$ cat src/ssfr_pkg.sv
// Package for the servo status frame receiver: constants, codes and shared types.
// Used by ssfr_frame_state and servo_status_frame_receiver_core; no dependencies.
`timescale 1ns / 1ps

package ssfr_pkg;

   // Frame geometry
   localparam int MAX_FRAME      = 32;   // bytes kept per frame, 11..63
   localparam int COUNT_W        = 6;    // byte counter width
   localparam int PAYLOAD_FIRST  = 4;    // frame index of the error byte
   localparam int PAYLOAD_DEPTH  = 7;    // error byte plus six payload bytes
   localparam logic [7:0] SYNC_BYTE = 8'hFF;
   localparam logic [COUNT_W-1:0] MIN_FRAME = COUNT_W'(6);

   // Configuration register indexes
   localparam int CSR_INDEX_W = 2;
   localparam logic [CSR_INDEX_W-1:0] CSR_SLOT0_ID    = 2'd0;
   localparam logic [CSR_INDEX_W-1:0] CSR_SLOT1_ID    = 2'd1;
   localparam logic [CSR_INDEX_W-1:0] CSR_EXPECTED_LEN = 2'd2;

   // Reset values of the configuration registers
   localparam logic [7:0] SLOT0_ID_RESET     = 8'd1;
   localparam logic [7:0] SLOT1_ID_RESET     = 8'd2;
   localparam logic [7:0] EXPECTED_LEN_RESET = 8'd8;

   localparam int RSP_DATA_W = 72;   // 68 payload bits padded to whole bytes

   typedef enum logic [2:0] {
      STATUS_STORED       = 3'd0,
      STATUS_TOO_SHORT    = 3'd1,
      STATUS_BAD_HEADER   = 3'd2,
      STATUS_BAD_CHECKSUM = 3'd3,
      STATUS_REJECTED     = 3'd4
   } status_type;

   typedef struct packed {
      logic [7:0] slot0_id;
      logic [7:0] slot1_id;
      logic [7:0] expected_len;
   } cfg_type;

   typedef struct packed {
      status_type  frame_status;
      logic        servo_slot;
      logic [7:0]  node_id;
      logic [7:0]  fault_byte;
      logic [15:0] position;
      logic [15:0] speed;
      logic [15:0] load;
   } result_type;

endpackage

$ cat src/servo_status_frame_receiver_core.sv
// Servo status frame receiver, top level: stream ports, configuration
// registers, input and result registers. Depends on ssfr_pkg, ssfr_frame_state.
`timescale 1ns / 1ps

// Takes one received bus byte per request, with tlast on the last byte before
// the line goes idle, and one byte can be accepted every cycle while the
// receiver does not stall. A result passes from the input register through
// the frame check into the result register. Only bytes with tlast produce a
// result. The receiver stalls (req_tready low) only when the result register
// holds an untaken result and the input register is also full. Bytes past
// MAX_FRAME in a frame are dropped but tlast on them still closes the frame.
// Configuration is written through csr_* while no frame is in flight; indexes
// beyond the register list are ignored.
module servo_status_frame_receiver_core
   import ssfr_pkg::*;
(
   input  logic                   clock,
   input  logic                   reset,
   // request stream
   input  logic                   req_tvalid,
   output logic                   req_tready,
   input  logic [7:0]             req_tdata,   // [7:0] rx_byte
   input  logic                   req_tlast,   // frame_end
   // result stream
   output logic                   rsp_tvalid,
   input  logic                   rsp_tready,
   // [2:0] frame_status, [3] servo_slot, [11:4] node_id, [19:12] fault_byte,
   // [35:20] position, [51:36] speed, [67:52] load, [71:68] zero
   output logic [RSP_DATA_W-1:0]  rsp_tdata,
   // configuration
   input  logic                   csr_we,
   input  logic [CSR_INDEX_W-1:0] csr_index,
   input  logic [7:0]             csr_wdata
);

   cfg_type    cfg_ff;
   logic       in_valid_ff;
   logic [7:0] in_byte_ff;
   logic       in_end_ff;
   logic       rsp_valid_ff;
   result_type rsp_data_ff;
   result_type result;
   logic       out_free;
   logic       step;

   // Configuration registers
   always_ff @(posedge clock) begin
      if (reset) begin
         cfg_ff.slot0_id     <= SLOT0_ID_RESET;
         cfg_ff.slot1_id     <= SLOT1_ID_RESET;
         cfg_ff.expected_len <= EXPECTED_LEN_RESET;
      end else if (csr_we) begin
         case (csr_index)
            CSR_SLOT0_ID:     cfg_ff.slot0_id     <= csr_wdata;
            CSR_SLOT1_ID:     cfg_ff.slot1_id     <= csr_wdata;
            CSR_EXPECTED_LEN: cfg_ff.expected_len <= csr_wdata;
            default: ;
         endcase
      end
   end

   // Handshake: the input register moves on whenever the result slot is free
   assign out_free   = !rsp_valid_ff || rsp_tready;
   assign step       = in_valid_ff && out_free;
   assign req_tready = !in_valid_ff || out_free;

   // Input register
   always_ff @(posedge clock) begin
      if (reset) begin
         in_valid_ff <= 1'b0;
      end else if (req_tready) begin
         in_valid_ff <= req_tvalid;
      end
   end

   always_ff @(posedge clock) begin
      if (req_tready && req_tvalid) begin
         in_byte_ff <= req_tdata;
         in_end_ff  <= req_tlast;
      end
   end

   ssfr_frame_state u_frame_state (
      .clock      (clock),
      .reset      (reset),
      .step_valid (step),
      .step_byte  (in_byte_ff),
      .step_end   (in_end_ff),
      .cfg        (cfg_ff),
      .result     (result)
   );

   // Result register
   always_ff @(posedge clock) begin
      if (reset) begin
         rsp_valid_ff <= 1'b0;
      end else if (out_free) begin
         rsp_valid_ff <= step && in_end_ff;
      end
   end

   always_ff @(posedge clock) begin
      if (step && in_end_ff) begin
         rsp_data_ff <= result;
      end
   end

   assign rsp_tvalid = rsp_valid_ff;
   assign rsp_tdata  = {4'b0000,
                        rsp_data_ff.load,
                        rsp_data_ff.speed,
                        rsp_data_ff.position,
                        rsp_data_ff.fault_byte,
                        rsp_data_ff.node_id,
                        rsp_data_ff.servo_slot,
                        rsp_data_ff.frame_status};

endmodule

$ cat src/ssfr_frame_state.sv
// Per-frame state of the receiver: byte counter, checksum, captured fields and
// the frame verdict. Depends on ssfr_pkg.
`timescale 1ns / 1ps

module ssfr_frame_state
   import ssfr_pkg::*;
(
   input  logic       clock,
   input  logic       reset,
   input  logic       step_valid,   // one byte is processed this cycle
   input  logic [7:0] step_byte,
   input  logic       step_end,     // last byte of the frame
   input  cfg_type    cfg,
   output result_type result        // verdict for a step with step_end set
);

   logic [COUNT_W-1:0] byte_count_ff, byte_count_in;
   logic [7:0]         running_sum_ff, running_sum_in;
   logic               header_ok_ff, header_ok_in;
   logic [7:0]         frame_id_ff, frame_id_in;
   logic [7:0]         frame_length_ff, frame_length_in;
   logic [7:0]         last_byte_ff, last_byte_in;
   logic [7:0]         payload_ff [PAYLOAD_DEPTH];
   logic [7:0]         payload_in [PAYLOAD_DEPTH];

   logic               keep;
   status_type         status;
   logic               slot;

   // Update with the new byte, as long as the frame has room for it
   always_comb begin
      keep            = byte_count_ff < COUNT_W'(MAX_FRAME);
      byte_count_in   = byte_count_ff;
      running_sum_in  = running_sum_ff;
      header_ok_in    = header_ok_ff;
      frame_id_in     = frame_id_ff;
      frame_length_in = frame_length_ff;
      last_byte_in    = last_byte_ff;
      for (int j = 0; j < PAYLOAD_DEPTH; j++) begin
         payload_in[j] = payload_ff[j];
      end
      if (keep) begin
         if (byte_count_ff < COUNT_W'(2) && step_byte != SYNC_BYTE) begin
            header_ok_in = 1'b0;
         end
         if (byte_count_ff == COUNT_W'(2)) begin
            frame_id_in = step_byte;
         end
         if (byte_count_ff == COUNT_W'(3)) begin
            frame_length_in = step_byte;
         end
         // sum runs one byte behind, so the checksum byte stays out of it
         if (byte_count_ff >= COUNT_W'(3)) begin
            running_sum_in = running_sum_ff + last_byte_ff;
         end
         for (int j = 0; j < PAYLOAD_DEPTH; j++) begin
            if (byte_count_ff == COUNT_W'(PAYLOAD_FIRST + j)) begin
               payload_in[j] = step_byte;
            end
         end
         last_byte_in  = step_byte;
         byte_count_in = byte_count_ff + COUNT_W'(1);
      end
   end

   // Frame verdict from the updated state
   always_comb begin
      slot = 1'b0;
      if (byte_count_in < MIN_FRAME) begin
         status = STATUS_TOO_SHORT;
      end else if (!header_ok_in) begin
         status = STATUS_BAD_HEADER;
      end else if (~running_sum_in != last_byte_in) begin
         status = STATUS_BAD_CHECKSUM;
      end else if (frame_length_in != cfg.expected_len) begin
         status = STATUS_REJECTED;
      end else if (frame_id_in == cfg.slot0_id) begin
         status = STATUS_STORED;
      end else if (frame_id_in == cfg.slot1_id) begin
         status = STATUS_STORED;
         slot   = 1'b1;
      end else begin
         status = STATUS_REJECTED;
      end

      result              = '0;
      result.frame_status = status;
      if (status == STATUS_STORED) begin
         result.servo_slot = slot;
         result.node_id    = frame_id_in;
         result.fault_byte = payload_in[0];
         result.position   = {payload_in[2], payload_in[1]};
         result.speed      = {payload_in[4], payload_in[3]};
         result.load       = {payload_in[6], payload_in[5]};
      end
   end

   // State registers; counters restart at each frame end
   always_ff @(posedge clock) begin
      if (reset) begin
         byte_count_ff   <= '0;
         running_sum_ff  <= '0;
         header_ok_ff    <= 1'b1;
         frame_id_ff     <= '0;
         frame_length_ff <= '0;
         last_byte_ff    <= '0;
         for (int j = 0; j < PAYLOAD_DEPTH; j++) begin
            payload_ff[j] <= '0;
         end
      end else if (step_valid) begin
         frame_id_ff     <= frame_id_in;
         frame_length_ff <= frame_length_in;
         last_byte_ff    <= last_byte_in;
         for (int j = 0; j < PAYLOAD_DEPTH; j++) begin
            payload_ff[j] <= payload_in[j];
         end
         if (step_end) begin
            byte_count_ff  <= '0;
            running_sum_ff <= '0;
            header_ok_ff   <= 1'b1;
         end else begin
            byte_count_ff  <= byte_count_in;
            running_sum_ff <= running_sum_in;
            header_ok_ff   <= header_ok_in;
         end
      end
   end

endmodule

$ cat config.mk
export PLATFORM = sky130hd
export DESIGN_NAME = servo_status_frame_receiver_core
export DESIGN_NICKNAME = d
export VERILOG_FILES = /design/src/ssfr_pkg.sv /design/src/servo_status_frame_receiver_core.sv /design/src/ssfr_frame_state.sv
export SDC_FILE = /design/constraint.sdc
export NUM_CORES = 1
export LEC_CHECK = 0
export BUFFER_PORTS_ARGS = -buffer_cell sky130_fd_sc_hd__buf_2
export CAP_MARGIN = 20
export CORE_UTILIZATION = 54
export DETAILED_ROUTE_END_ITERATION = 16
export HOLD_SLACK_MARGIN = 0.06
export PLACE_DENSITY = 0.77
export SLEW_MARGIN = 25
export SYNTH_ARGS = -nofsm -noshare
export SYNTH_HDL_FRONTEND = slang
export SYNTH_SLANG_ARGS = --single-unit
$ cat constraint.sdc
create_clock -name clock -period 3.1 [get_ports clock]
set_input_delay 0.62 -clock clock [delete_from_list [all_inputs] [get_ports clock]]
set_output_delay 0.62 -clock clock [all_outputs]
set_load 0.03 [all_outputs]
Yosys cells after proc, flatten, opt, wreduce, memory -nomap -nowiden
Memories as Yosys holds them, arrays and structs flattened.
Cells that the tools add are included.
{"block": "op_classes", "addsub": 2, "magnitude_cmp": 4, "n_eq_ne": 16, "n_mux": 40, "n_bitwise": 10, "reduce_logical": 14}
{"op": "$mux W8", "count": 22}
{"op": "$mux W56", "count": 1}
{"op": "$eq A6 B3 Y1 const B", "count": 4}
{"op": "$eq A6 B4 Y1 const B", "count": 3}
{"op": "$mux W3", "count": 6}
{"op": "$eq A8 B8 Y1", "count": 2}
{"op": "$ne A8 B8 Y1", "count": 2}
{"op": "$eq A6 B2 Y1 const B", "count": 2}
{"op": "$mux W6", "count": 2}
{"op": "$mux W1", "count": 9}
{"op": "$add A8 B8 Y8", "count": 1}
{"op": "$ne A8 B8 Y1 const B", "count": 1}
{"op": "$not A8 Y8", "count": 1}
{"op": "$or A1 B1 Y1", "count": 7}
{"op": "$add A6 B1 Y6 const B", "count": 1}
{"op": "$ge A6 B2 Y1 const B", "count": 1}
{"op": "$lt A6 B2 Y1 const B", "count": 1}
{"op": "$lt A6 B3 Y1 const B", "count": 1}
{"op": "$lt A6 B6 Y1 const B", "count": 1}
{"op": "$reduce_and A2 Y1", "count": 3}
{"op": "$reduce_or A6 Y1", "count": 1}
{"op": "$logic_and A1 B1 Y1", "count": 4}
{"op": "$logic_not A3 Y1", "count": 1}
{"op": "$eq A2 B1 Y1 const B", "count": 1}
{"op": "other kinds (5)", "count": 8}
{"block": "word_totals", "ff_bits": 142, "ramBits": 56, "input_bits": 24, "output_inout_bits": 74, "elab_cells": 107, "n_memories": 1}
{"memory": "u_frame_state.payload_ff", "words": 7, "word_bits": 8, "read_ports": 7, "rd_clocked_by_memory_dff": 0, "wr": 7, "line_no": "ssfr_frame_state.sv:23", "text": "logic [7:0] payload_ff [PAYLOAD_DEPTH];"}

Logic depth before layout (Yosys ltp)
Gate-level depths: netlist (run 1).
{"block": "logic_depth", "ltp_word": 13, "ltp_mapped": 12, "mapped_depth_nobuf": 10}

Modules after synthesis
From an unflattened synthesis (run 1), not the netlist that was laid out.
{"block": "hier_totals", "hier_cells": 869, "area_unflattened_um2": 9721.8}
{"module": "ssfr_frame_state", "n_inst": 1, "cells_each": 681, "area_each_um2": 6281.0, "seq_area_each_um2": 2462.4}
{"module": "servo_status_frame_receiver_core", "n_inst": 1, "cells_each": 188, "area_each_um2": 3440.8, "seq_area_each_um2": 2832.7}

Worst setup path after synthesis (run 1)
No wires, ideal clock.
{"block": "synth_timing", "kind": "input -> register", "startpoint": "in rsp_tready", "endpoint": "reg u_frame_state.running_sum_ff[6]", "setup_time_ns": 0.117, "arrival_time_ns": 3.031, "t_required_ns": 2.983, "slack_ns": -0.049, "cell_stages": 7, "n_path_buf": 1, "path_cell_list": "nand2b_1 -> and2_0 -> clkbuf_1 -> nor2_1 -> inv_1 -> o21ai_1 -> a22o_1"}
{"block": "synth_between", "elab_chain_cells": 2}
{"item": "start: declaration", "line_no": "servo_status_frame_receiver_core.sv:26", "text": "input logic rsp_tready,"}
{"item": "$logic_or A1 B1 Y1", "line_no": "servo_status_frame_receiver_core.sv:63", "text": "assign out_free = !rsp_valid_ff || rsp_tready;"}
{"item": "$logic_and A1 B1 Y1", "line_no": "servo_status_frame_receiver_core.sv:64", "text": "assign step = in_valid_ff && out_free;"}
{"item": "end signal: assignment", "line_no": "ssfr_frame_state.sv:123", "text": "running_sum_ff <= running_sum_in;"}
{"item": "end: declaration", "line_no": "ssfr_frame_state.sv:18", "text": "logic [7:0] running_sum_ff, running_sum_in;"}
Every way passes these cells.
A chain may end at the register's enable or synchronous reset.

Final worst setup path (run 1)
{"block": "layout_timing", "startpoint": "reg u_frame_state.running_sum_ff[0]", "endpoint": "reg rsp_data_ff, in the netlist rsp_tdata[6] (data pin)"}
{"block": "layout_between", "elab_chain_cells": 9}
{"item": "$add A8 B8 Y8", "line_no": "ssfr_frame_state.sv:54", "text": "running_sum_in = running_sum_ff + last_byte_ff;"}
{"item": "$mux W8", "line_no": "ssfr_frame_state.sv:53", "text": "if (byte_count_ff >= COUNT_W'(3)) begin"}
{"item": "$mux W8 *", "line_no": "ssfr_frame_state.sv:42", "text": "if (keep) begin"}
{"item": "$not A8 Y8 *", "line_no": "ssfr_frame_state.sv:73", "text": "end else if (~running_sum_in != last_byte_in) begin"}
{"item": "$ne A8 B8 Y1 *", "line_no": "ssfr_frame_state.sv:73"}
{"item": "$mux W3 *", "line_no": "ssfr_frame_state.sv:73"}
{"item": "$mux W3 *", "line_no": "ssfr_frame_state.sv:71", "text": "end else if (!header_ok_in) begin"}
{"item": "$mux W3 *", "line_no": "ssfr_frame_state.sv:69", "text": "if (byte_count_in < MIN_FRAME) begin"}
{"item": "$logic_not A3 Y1 *", "line_no": "ssfr_frame_state.sv:88", "text": "if (status == STATUS_STORED) begin"}
{"item": "end signal: assignment", "line_no": "servo_status_frame_receiver_core.sv:104", "text": "rsp_data_ff <= result;"}
{"item": "end: declaration", "line_no": "servo_status_frame_receiver_core.sv:41", "text": "result_type rsp_data_ff;"}
Mark *: on every way between the ends. The rest lies on a longest branch, timed or not.

==> results of run 1 <==
[logic make-up after synthesis]
group / Yosys count
simple gates: 333
flops: 198
compound gates: 154
buf+inv: 103
mux: 60
xor+xnor: 32
fa+ha+maj: 12
other cells: 1
[layout make-up]
type	instances	area, sq um	area share
tap	225	282	0.0245
multi-input combinational	595	4090	0.356
inverter	32	124	0.0108
clock buffer	17	425	0.0371
sequential	198	5300	0.462
clock inverter	15	183	0.0159
timing repair buffer	156	1080	0.0942
[registers in the layout (all words and copies together), names as in the netlist, 6 cells and up]
register                       cells
rsp_tdata                         68
u_frame_state.payload_ff          56
cfg_ff                            24
in_byte_ff                         8
u_frame_state.frame_id_ff          8
u_frame_state.frame_length_ff      8
u_frame_state.last_byte_ff         8
u_frame_state.running_sum_ff       8
u_frame_state.byte_count_ff        6
[power by group]
part / internal (uW) / switching, uW
clock network: 1230 / 1080
logic: 137 / 275
registers: 2900 / 58.0
total: 4260 / 1410
[per-layer routing]
| metal | global-route usage | routed length (um) | vias to the layer above |
|---|---|---|---|
| li1 | - | - | 3451 |
| met1 | 0.373 | 10400 | 3668 |
| met2 | 0.422 | 11600 | 318 |
| met3 | 0.0460 | 1670 | 60 |
| met4 | 0.125 | 803 | 0 |
| met5 | 0 | 0 | - |
[timing repair]
| item | in CTS | in global routing |
|---|---|---|
| endpoints found under the hold margin | 0 | 0 |
| setup endpoints to repair | 7 | 68 |
| setup buffers | 0 | 8 |
| pin swaps | 0 | 4 |
| gates resized for setup | 3 | 29 |
| cloned | 0 | 2 |
[synth_stat cells (3+ instances only)]
cell	n	area share
buf_6	7	0.0082
nor2_1	140	0.054
ha_1	11	0.014
a22o_1	3	0.0027
nand2_1	69	0.027
a211o_1	3	0.0027
buf_4	4	0.0031
nand2b_1	4	0.0026
o21ai_0	27	0.014
a21oi_1	75	0.039
nor4_1	19	0.012
xor2_1	12	0.011
nor4_2	49	0.064
a222oi_1	6	0.0062
nor3_1	5	0.0026
nor2b_1	3	0.0019
o21a_1	3	0.0023
o21ai_1	4	0.0021
clkinv_1	4	0.0016
and3_1	3	0.0019
o211ai_1	6	0.0047
mux2i_1	58	0.060
and2_1	3	0.0019
buf_1	3	0.0012
dfxtp_1	65	0.13
o22ai_1	4	0.0026
buf_2	5	0.0026
nand4_1	7	0.0045
nor4b_1	5	0.0045
edfxtp_1	133	0.41
inv_1	28	0.011
a221oi_1	3	0.0027
nand3b_1	4	0.0031
xnor2_1	19	0.017
clkbuf_1	52	0.020
nand3_1	12	0.0062
[final timing paths]
kind	slack [ns]	from	to	depth (start not counted)
setup / recovery	0.12	u_frame_state.running_sum_ff[0]$_SDFFE_PP0P_	rsp_tdata[6]$_SDFFCE_PP0P_	13
hold / removal	0.35	req_tdata[2]	in_byte_ff[2]$_DFFE_PP_	1
setup reg to reg	0.12	u_frame_state.running_sum_ff[0]$_SDFFE_PP0P_	rsp_tdata[6]$_SDFFCE_PP0P_	13
hold reg to reg	0.46	u_frame_state.frame_length_ff[0]$_SDFFE_PP0P_	u_frame_state.frame_length_ff[0]$_SDFFE_PP0P_	2
[worst max-delay path: cells and delay by family, from the launching register on]
kind,cells,cell delay (ns)
simple gates,3,0.57
buf+inv,4,0.56
xor+xnor,2,0.26
fa+ha+maj,2,0.55
compound gates,2,0.46
flops,1,0.38
[through the flow]
step	worst slack (ns)	utilization	TNS, ns	instance area [sq um]
floorplan	0.140	-	0	9670
global placement	0.0356	0.609	0	10600
detailed placement	-0.0652	0.609	-0.0905	10600
CTS	-0.0121	0.646	-0.0121	11200
global route	-0.00596	0.661	-0.0123	11500
finish	0.115	0.661	0	11500
==> run metrics, run 1 <==
most frequent cells in the layout=140 x nor2_1, 133 x edfxtp_1, 93 x buf_2; LEAKAGE=0.00444 uW; layout cells sized above 1=0.264; Synth cell types=64; Port Buffers=93; All-Layer GR Usage=0.272; critical path class=flip-flop to flip-flop; CTS Buffer Depth=2; Initial Utilization=0.556; H-tree Lvls=4; initial DRC count=between 700 and 800; GRT overflow=0; Max VDD drop=0.437 mV; dpl cells=1196; final max-slew violation count=0; Fmax=335 MHz; Worst Path Required=3.35 ns; Final Non-Filler Cells=1238; Skew-Pair Late Insertion Delay=0.44 ns; vias in the first global route=~7000; adder-cell share of the synthesized area=0.0163; commonest non-fill, non-tap cell in the layout=nor2_1; Final Hold Fails=0; Max Cap Viol=0; data arrival time of the worst path=between 3 and 4 ns; Post-Synth XOR/XNOR Area=0.0305; mux cell area share after synthesis=0.0625; drt pass-1 iters=6; die area=around 18000 sq um; CTS Hold Bufs=0; register bit total from synthesis=between 150 and 200; total power per unit cell area=494 nW/um^2; cells along the critical path=ha_4 > inv_1 > fa_2 > nor2b_2 > o31a_1 > xnor2_2 > xnor2_1 > o32ai_2 > nand4_1 > buf_4 > buf_4 > clkbuf_16 > nor4_4; Final Cycle Share=0.963; combinational family with the most area after synthesis=simple AND/OR/NAND/NOR gates; Crit. End Element=flip-flop; FFs w/ async S/R, synth=0; slew of the pin with the lowest slew margin=about 0.74 ns; FP Rows=48; clock transition at the registers of the reported paths=0.07 ns; Post-synth EDFFs=approximately 130; gpl congestion=0.930; Routed WL per cell=19.7 um; Mapped Avg Cell Area=between 10 and 15 sq um; Fillers=1300; mapped cell area=9650 sq um; ys flop type=edfxtp_1; Core Area=17400 sq um; clock root cell=clkbuf_16; n_diodes=0; yosys warns=0; Total Power=5670 uW; CP max stage delay=0.40 ns; nature of the critical path startpoint=flip-flop; post-synthesis simple-gate area fraction=0.197; hold_ws=0.352 ns; first-pass GRT wire length=38100 um; Via Count=approximately 7500; worst min path class=input port to flip-flop; status=complete, no violations; Tmin final=2.98 ns; Top cell by count, worst path=buf_4; antenna violations before repair=0; sequential area share after synthesis=0.549; Post-DRT Antenna Nets=0; Die Y=136 um; pin count of the biggest net entering global routing=45; Max transition margin=0.504; CTS tree=done; slowest CP cell=fa_2; die width=136 um; clock skew after layout=0.0133 ns; DR vias/cell=6.06; P&R area growth vs syn=18.9%; final setup vio count=0; Post-Syn Instances=893; NumNets Final=1036; HPWL Detailed=16000 um; final wirelength=24400 um; Critical Path Fanout Max=9; Compound-Gate Fraction of Synth Area=0.0974; Clock Sinks=198; Num CTS Buffers=17; drt drc=0; Top Ports=98
Power figures use the tool's default switching activity.
==> run 2, diff against run 1 <==
--- a/config.mk
+++ b/config.mk
@@ -7,6 +7,7 @@
 export LEC_CHECK = 0
 export BUFFER_PORTS_ARGS = -buffer_cell sky130_fd_sc_hd__buf_2
 export CAP_MARGIN = 20
+export CORE_ASPECT_RATIO = 0.9
 export CORE_UTILIZATION = 54
 export DETAILED_ROUTE_END_ITERATION = 16
 export HOLD_SLACK_MARGIN = 0.06
==> run 2 against run 1 <==
Against the previous run: core utilization increased by 0.87 points; clock-buffer cell count is 2 higher; fmax decreased by 1.5%; sequential power is essentially flat; critical path depth down 3; first-iteration DRC count rose by 12%; final cell count rose by 0.73%; highest routed layer unchanged.
==> run metrics, run 2 (synthesis gave the netlist of run 1 again) <==
Post-DRT Antenna Nets=0; Max transition margin=0.554; CP top delay family=simple AND/OR/NAND/NOR gates; final setup vio count=0; slew of the pin with the lowest slew margin=0.664 ns; data arrival time of the worst path=3.28 ns; antenna violations before repair=0; clock root cell=clkbuf_16; n_diodes=0; DP Area=10600 sq um; die width=143 um; LEAKAGE=0.00437 uW; Die Y=between 100 and 150 um; nature of the critical path startpoint=flip-flop; final max-slew violation count=0; layout cells sized above 1=0.271; Skew-Pair Late Insertion Delay=between 0.4 and 0.5 ns; GRT overflow=0; H-tree Lvls=4; drt drc=0; worst min path class=input port to flip-flop; die area=18400 sq um; CTS Buffer Depth=2; first-pass GRT wire length=37300 um; clock transition at the registers of the reported paths=0.07 ns; Port Buffers=just over 90; Clock Sinks=198; number of cells on the worst hold path=1; DR vias/cell=5.89; final wirelength=about 24000 um; CP max stage delay=a little over 0.6 ns; gpl congestion=0.933; Final Cycle Share=0.977; commonest non-fill, non-tap cell in the layout=nor2_1; critical path class=flip-flop to flip-flop; Bufs and invs on worst path=3; Top Ports=98; worst reg-to-reg path cell count=10; cells along the critical path=or4_4 > nor2_8 > mux2i_4 > xnor2_1 > nor4b_4 > buf_4 > o21ai_4 > buf_12 > buf_12 > nor4_2; pin count of the biggest net entering global routing=69; clock skew after layout=between 0.01 and 0.015 ns; register area=5300 sq um; Top cell by count, worst path=buf_12; Comb pwr share=0.073; drt pass-1 iters=7; WP depth=10; Num CTS Buffers=17; initial DRC count=between 800 and 900; Max Cap Viol=0; Core Area=17200 sq um; status=complete, no violations; NumNets Final=a little over 1000; Psw=1340 uW; HPWL Detailed=15600 um; slowest CP cell=or4_4; Fmax=approximately 330 MHz; Worst Path Required=3.35 ns; setup ws final=0.0712 ns; Tmin final=3.03 ns; Initial Utilization=0.562; CTS Hold Bufs=0; Crit. End Element=flip-flop; Max VDD drop=0.398 mV; Routed WL per cell=19.0 um; Int Power=4410 uW; Fillers=around 1300; Sequential Power Share=0.514; post-route cell area=approximately 12000 sq um; CTS tree=done; Clock power frac=0.413; All-Layer GR Usage=0.267; Multi-input gate area=about 4000 sq um; P&R area growth vs syn=19.2%; FP Rows=45; Critical Path Fanout Max=32; Net Sw Frac=0.233; total power per unit cell area=499 nW/um^2; vias in the first global route=6898; max FFs per register=slightly below 70; Via Count=about 7300; most frequent cells in the layout=140 x nor2_1, 133 x edfxtp_1, 93 x buf_2; post-place setup slack=-0.0375 ns; Final Hold Fails=0
-- run 2: cell types whose count changed in the layout (fill, tap and decap cells not counted), moves of 2 or more --
cell	change
clkinvlp_4	+2
clkbuf_1	+2
clkbuf_16	-2
ha_2	+7
nor4_2	+2
ha_1	-6
bufinv_16	+2
inv_6	-3
nor4_4	-3
-- run 2: path summary, 6_finish.rpt --
check,start,endpoint,slack [ns]
hold / removal,req_tlast,in_end_ff$_DFFE_PP_,0.36
setup reg to reg,u_frame_state.byte_count_ff[5]$_SDFFE_PP0P_,rsp_tdata[66]$_SDFFCE_PP0P_,0.07
hold reg to reg,u_frame_state.frame_length_ff[7]$_SDFFE_PP0P_,u_frame_state.frame_length_ff[7]$_SDFFE_PP0P_,0.46
setup / recovery,u_frame_state.byte_count_ff[5]$_SDFFE_PP0P_,rsp_tdata[66]$_SDFFCE_PP0P_,0.07
-- run 2: layout make-up --
cell class | count | area share
clock inverters | 13 | 0.0170
repair buffers | 155 | 0.0921
multi-input cells | 595 | 0.356
clock buffers | 19 | 0.0376
inverters | 32 | 0.0108
well taps | 235 | 0.0256
flip-flops and latches | 198 | 0.460
-- run 2: worst reg2reg max path, cell delays in order, from the launching register on --
cell	delay, ns
dfxtp_1	0.34
or4_4	0.61
nor2_8	0.22
mux2i_4	0.33
xnor2_1	0.13
nor4b_4	0.29
buf_4	0.19
o21ai_4	0.08
buf_12	0.18
buf_12	0.22
nor4_2	0.25
-- run 2: power groups by stage --
stage	sequential (uW)	combinational (uW)	clock [uW]
finish	2950	421	2370
global route	2960	452	2490
CTS	2950	409	2380
detailed placement	3010	402	0
global placement	3010	396	0
floorplan	3020	241	0
-- run 2: repair_timing --
action / in CTS / in global routing
buffers inserted: 1 / 2
endpoints found under the setup margin: 35 / 68
resized for setup: 12 / 24
cloned: 1 / 0
pin swaps: 2 / 6
-- run 2: per-layer routing --
metal	vias up	share of wire	track usage
li1	3447	-	-
met1	3569	0.44	0.365
met2	289	0.47	0.427
met3	44	0.066	0.0588
met4	0	0.022	0.0810
met5	-	0	0
-- run 2: metrics by stage --
step | total power [uW] | setup TNS, ns | hold WS (ns) | cells | utilization
after floorplan | 3260 | 0 | 0.432 | 896 | -
after global placement | 3400 | 0 | 0.444 | 1211 | 0.620
after detailed placement | 3410 | -0.274 | 0.454 | 1211 | 0.620
after CTS | 5740 | -0.0136 | 0.348 | 1245 | 0.662
after global routing | 5900 | -2.99 | 0.343 | 1247 | 0.670
final | 5740 | 0 | 0.356 | 1247 | 0.670
==> run 3, diff against run 2 <==
--- a/config.mk
+++ b/config.mk
@@ -9,9 +9,11 @@
 export CAP_MARGIN = 20
 export CORE_ASPECT_RATIO = 0.9
 export CORE_UTILIZATION = 54
+export CTS_BUF_LIST = sky130_fd_sc_hd__clkbuf_4 sky130_fd_sc_hd__clkbuf_8
 export DETAILED_ROUTE_END_ITERATION = 16
 export HOLD_SLACK_MARGIN = 0.06
 export PLACE_DENSITY = 0.77
+export SETUP_SLACK_MARGIN = 0.5
 export SLEW_MARGIN = 25
 export SYNTH_ARGS = -nofsm -noshare
 export SYNTH_HDL_FRONTEND = slang
==> run 3 against run 2 <==
Against the previous run: critical path type unchanged; clock power decreased by 29%; die area unchanged; final cell count increased by 1.4%; critical endpoint is now rsp_tdata[6]$_SDFFCE_PP0P_; first-iteration DRC count increased by 25%; sequential cell count unchanged; global-route usage increased by 1.2 points; combinational power increased by 11%; largest power group unchanged; worst setup slack improved by 0.14 ns.
==> run metrics, run 3 (synthesis gave the netlist of run 1 again) <==
status=complete, no violations; CP top delay family=simple AND/OR/NAND/NOR gates; FP Rows=45; HPWL Detailed=~15000 um; slowest CP cell=or4_4; Final Hold Fails=0; clock root cell=clkbuf_8; DR vias/cell=6.04; initial DRC count=1027; die area=approximately 18000 sq um; total power per unit cell area=418 nW/um^2; unrepaired setup endpoints after global routing=true; max FFs per register=68; Top Ports=approximately 100; Core Util, Final=0.711; Total Power=a little over 5000 uW; pin count of the biggest net entering global routing=59; CTS tree=done; Worst Path Required=3.42 ns; Net Sw Frac=0.256; LEAKAGE=approximately 0.0049 uW; setup TNS=0 ns; Sequential Power Share=0.578; H-tree Lvls=4; Skew-Pair Late Insertion Delay=0.49 ns; Int Power=between 3000 and 4000 uW; layout cells sized above 1=0.323; final max-slew violation count=0; cells along the critical path=or4_4 > o21ai_4 > a21oi_1 > a2111oi_2 > and4_1 > o21ai_4 > buf_12 > buf_12 > nor4_2; Core Area=17200 sq um; worst min path class=input port to flip-flop; clock transition at the registers of the reported paths=0.10 ns; P&R area growth vs syn=26.5%; All-Layer GR Usage=0.279; Routed WL per cell=between 20 and 25 um; CP max stage delay=0.62 ns; Clock power frac=0.330; gpl congestion=around 0.94; final wirelength=25600 um; Max VDD drop=0.349 mV; Final Cycle Share=0.933; nature of the critical path startpoint=flip-flop; Die Y=129 um; Critical Path Fanout Max=14; Comb pwr share=0.091; Max transition margin=0.467; Port Buffers=93; GRT overflow=0; clock skew after layout=between 0.01 and 0.015 ns; data arrival time of the worst path=~3.2 ns; vias in the first global route=7094; CTS Buffer Depth=2; die width=143 um; Post-DRT Antenna Nets=0; Max Cap Viol=0; Bufs and invs on worst path=2; Num CTS Buffers=17; Psw=1310 uW; final setup vio count=0; Crit. End Element=flip-flop; drt pass-1 iters=7; Tmin final=roughly 2.9 ns; antenna violations before repair=0; Initial Utilization=0.562; Clock Sinks=198; NumNets Final=1051; critical path class=flip-flop to flip-flop; slew of the pin with the lowest slew margin=0.789 ns; first-pass GRT wire length=38600 um; Fmax=346 MHz; Via Count=7634; most frequent cells in the layout=139 x nor2_1, 133 x edfxtp_1, 93 x buf_2; drt drc=0; commonest non-fill, non-tap cell in the layout=nor2_1
==> run 3: worst paths after layout <==
| kind | cells past startpoint | start | slack, ns | to |
|---|---|---|---|---|
| max | 9 | u_frame_state.byte_count_ff[4]$_SDFFE_PP0P_ | 0.21 | rsp_tdata[6]$_SDFFCE_PP0P_ |
| min | 1 | req_tdata[1] | 0.31 | in_byte_ff[1]$_DFFE_PP_ |
| max reg2reg | 9 | u_frame_state.byte_count_ff[4]$_SDFFE_PP0P_ | 0.21 | rsp_tdata[6]$_SDFFCE_PP0P_ |
| min reg2reg | 2 | u_frame_state.frame_length_ff[4]$_SDFFE_PP0P_ | 0.46 | u_frame_state.frame_length_ff[4]$_SDFFE_PP0P_ |
==> run 3: power groups by stage <==
stage	clock, uW	sequential [uW]	combinational [uW]
2_1_floorplan	0	3020	248
3_3_place_gp	0	3000	397
3_5_place_dp	0	3010	402
4_1_cts	1680	2950	436
5_1_grt	1780	2960	497
6_report	1690	2950	467
==> run 3: final cells by class <==
class | instances | area [sq um]
Sequential cell | 198 | 5320
Fill cell | 1125 | 4970
Multi-Input combinational cell | 597 | 4680
Timing Repair Buffer | 169 | 1400
Tap cell | 235 | 294
Clock buffer | 20 | 256
Inverter | 32 | 128
Clock inverter | 12 | 125
Antenna cell | 1 | 2.50
==> run 3: through the flow <==
step           area [sq um]  worst slack (ns)  hold WS, ns  std cells
2_1_floorplan          9820             0.449        0.432        896
3_3_place_gp          10700           0.00618        0.442       1199
3_5_place_dp          10700            0.0771        0.447       1199
4_1_cts               11800             0.218        0.303       1257
5_1_grt               12200            0.0994        0.296       1263
6_report              12200             0.208        0.310       1264
==> run 3: timing repair <==
action / CTS / global route
pin swaps: 7 / 21
buffers inserted: 18 / 6
hold buffers: 0 / 0
resized for setup: 83 / 53
cloned: 8 / 0
endpoints found under the setup margin: 68 / 79
==> run 3: per-layer routing <==
layer | vias to the layer above | wire (um) | part of all wire | global-route usage
met5 | - | 0 | 0 | 0
met3 | 65 | 2130 | 0.083 | 0.0577
li1 | 3479 | - | - | -
met1 | 3697 | 10600 | 0.41 | 0.378
met2 | 393 | 12100 | 0.47 | 0.442
met4 | 0 | 707 | 0.028 | 0.110
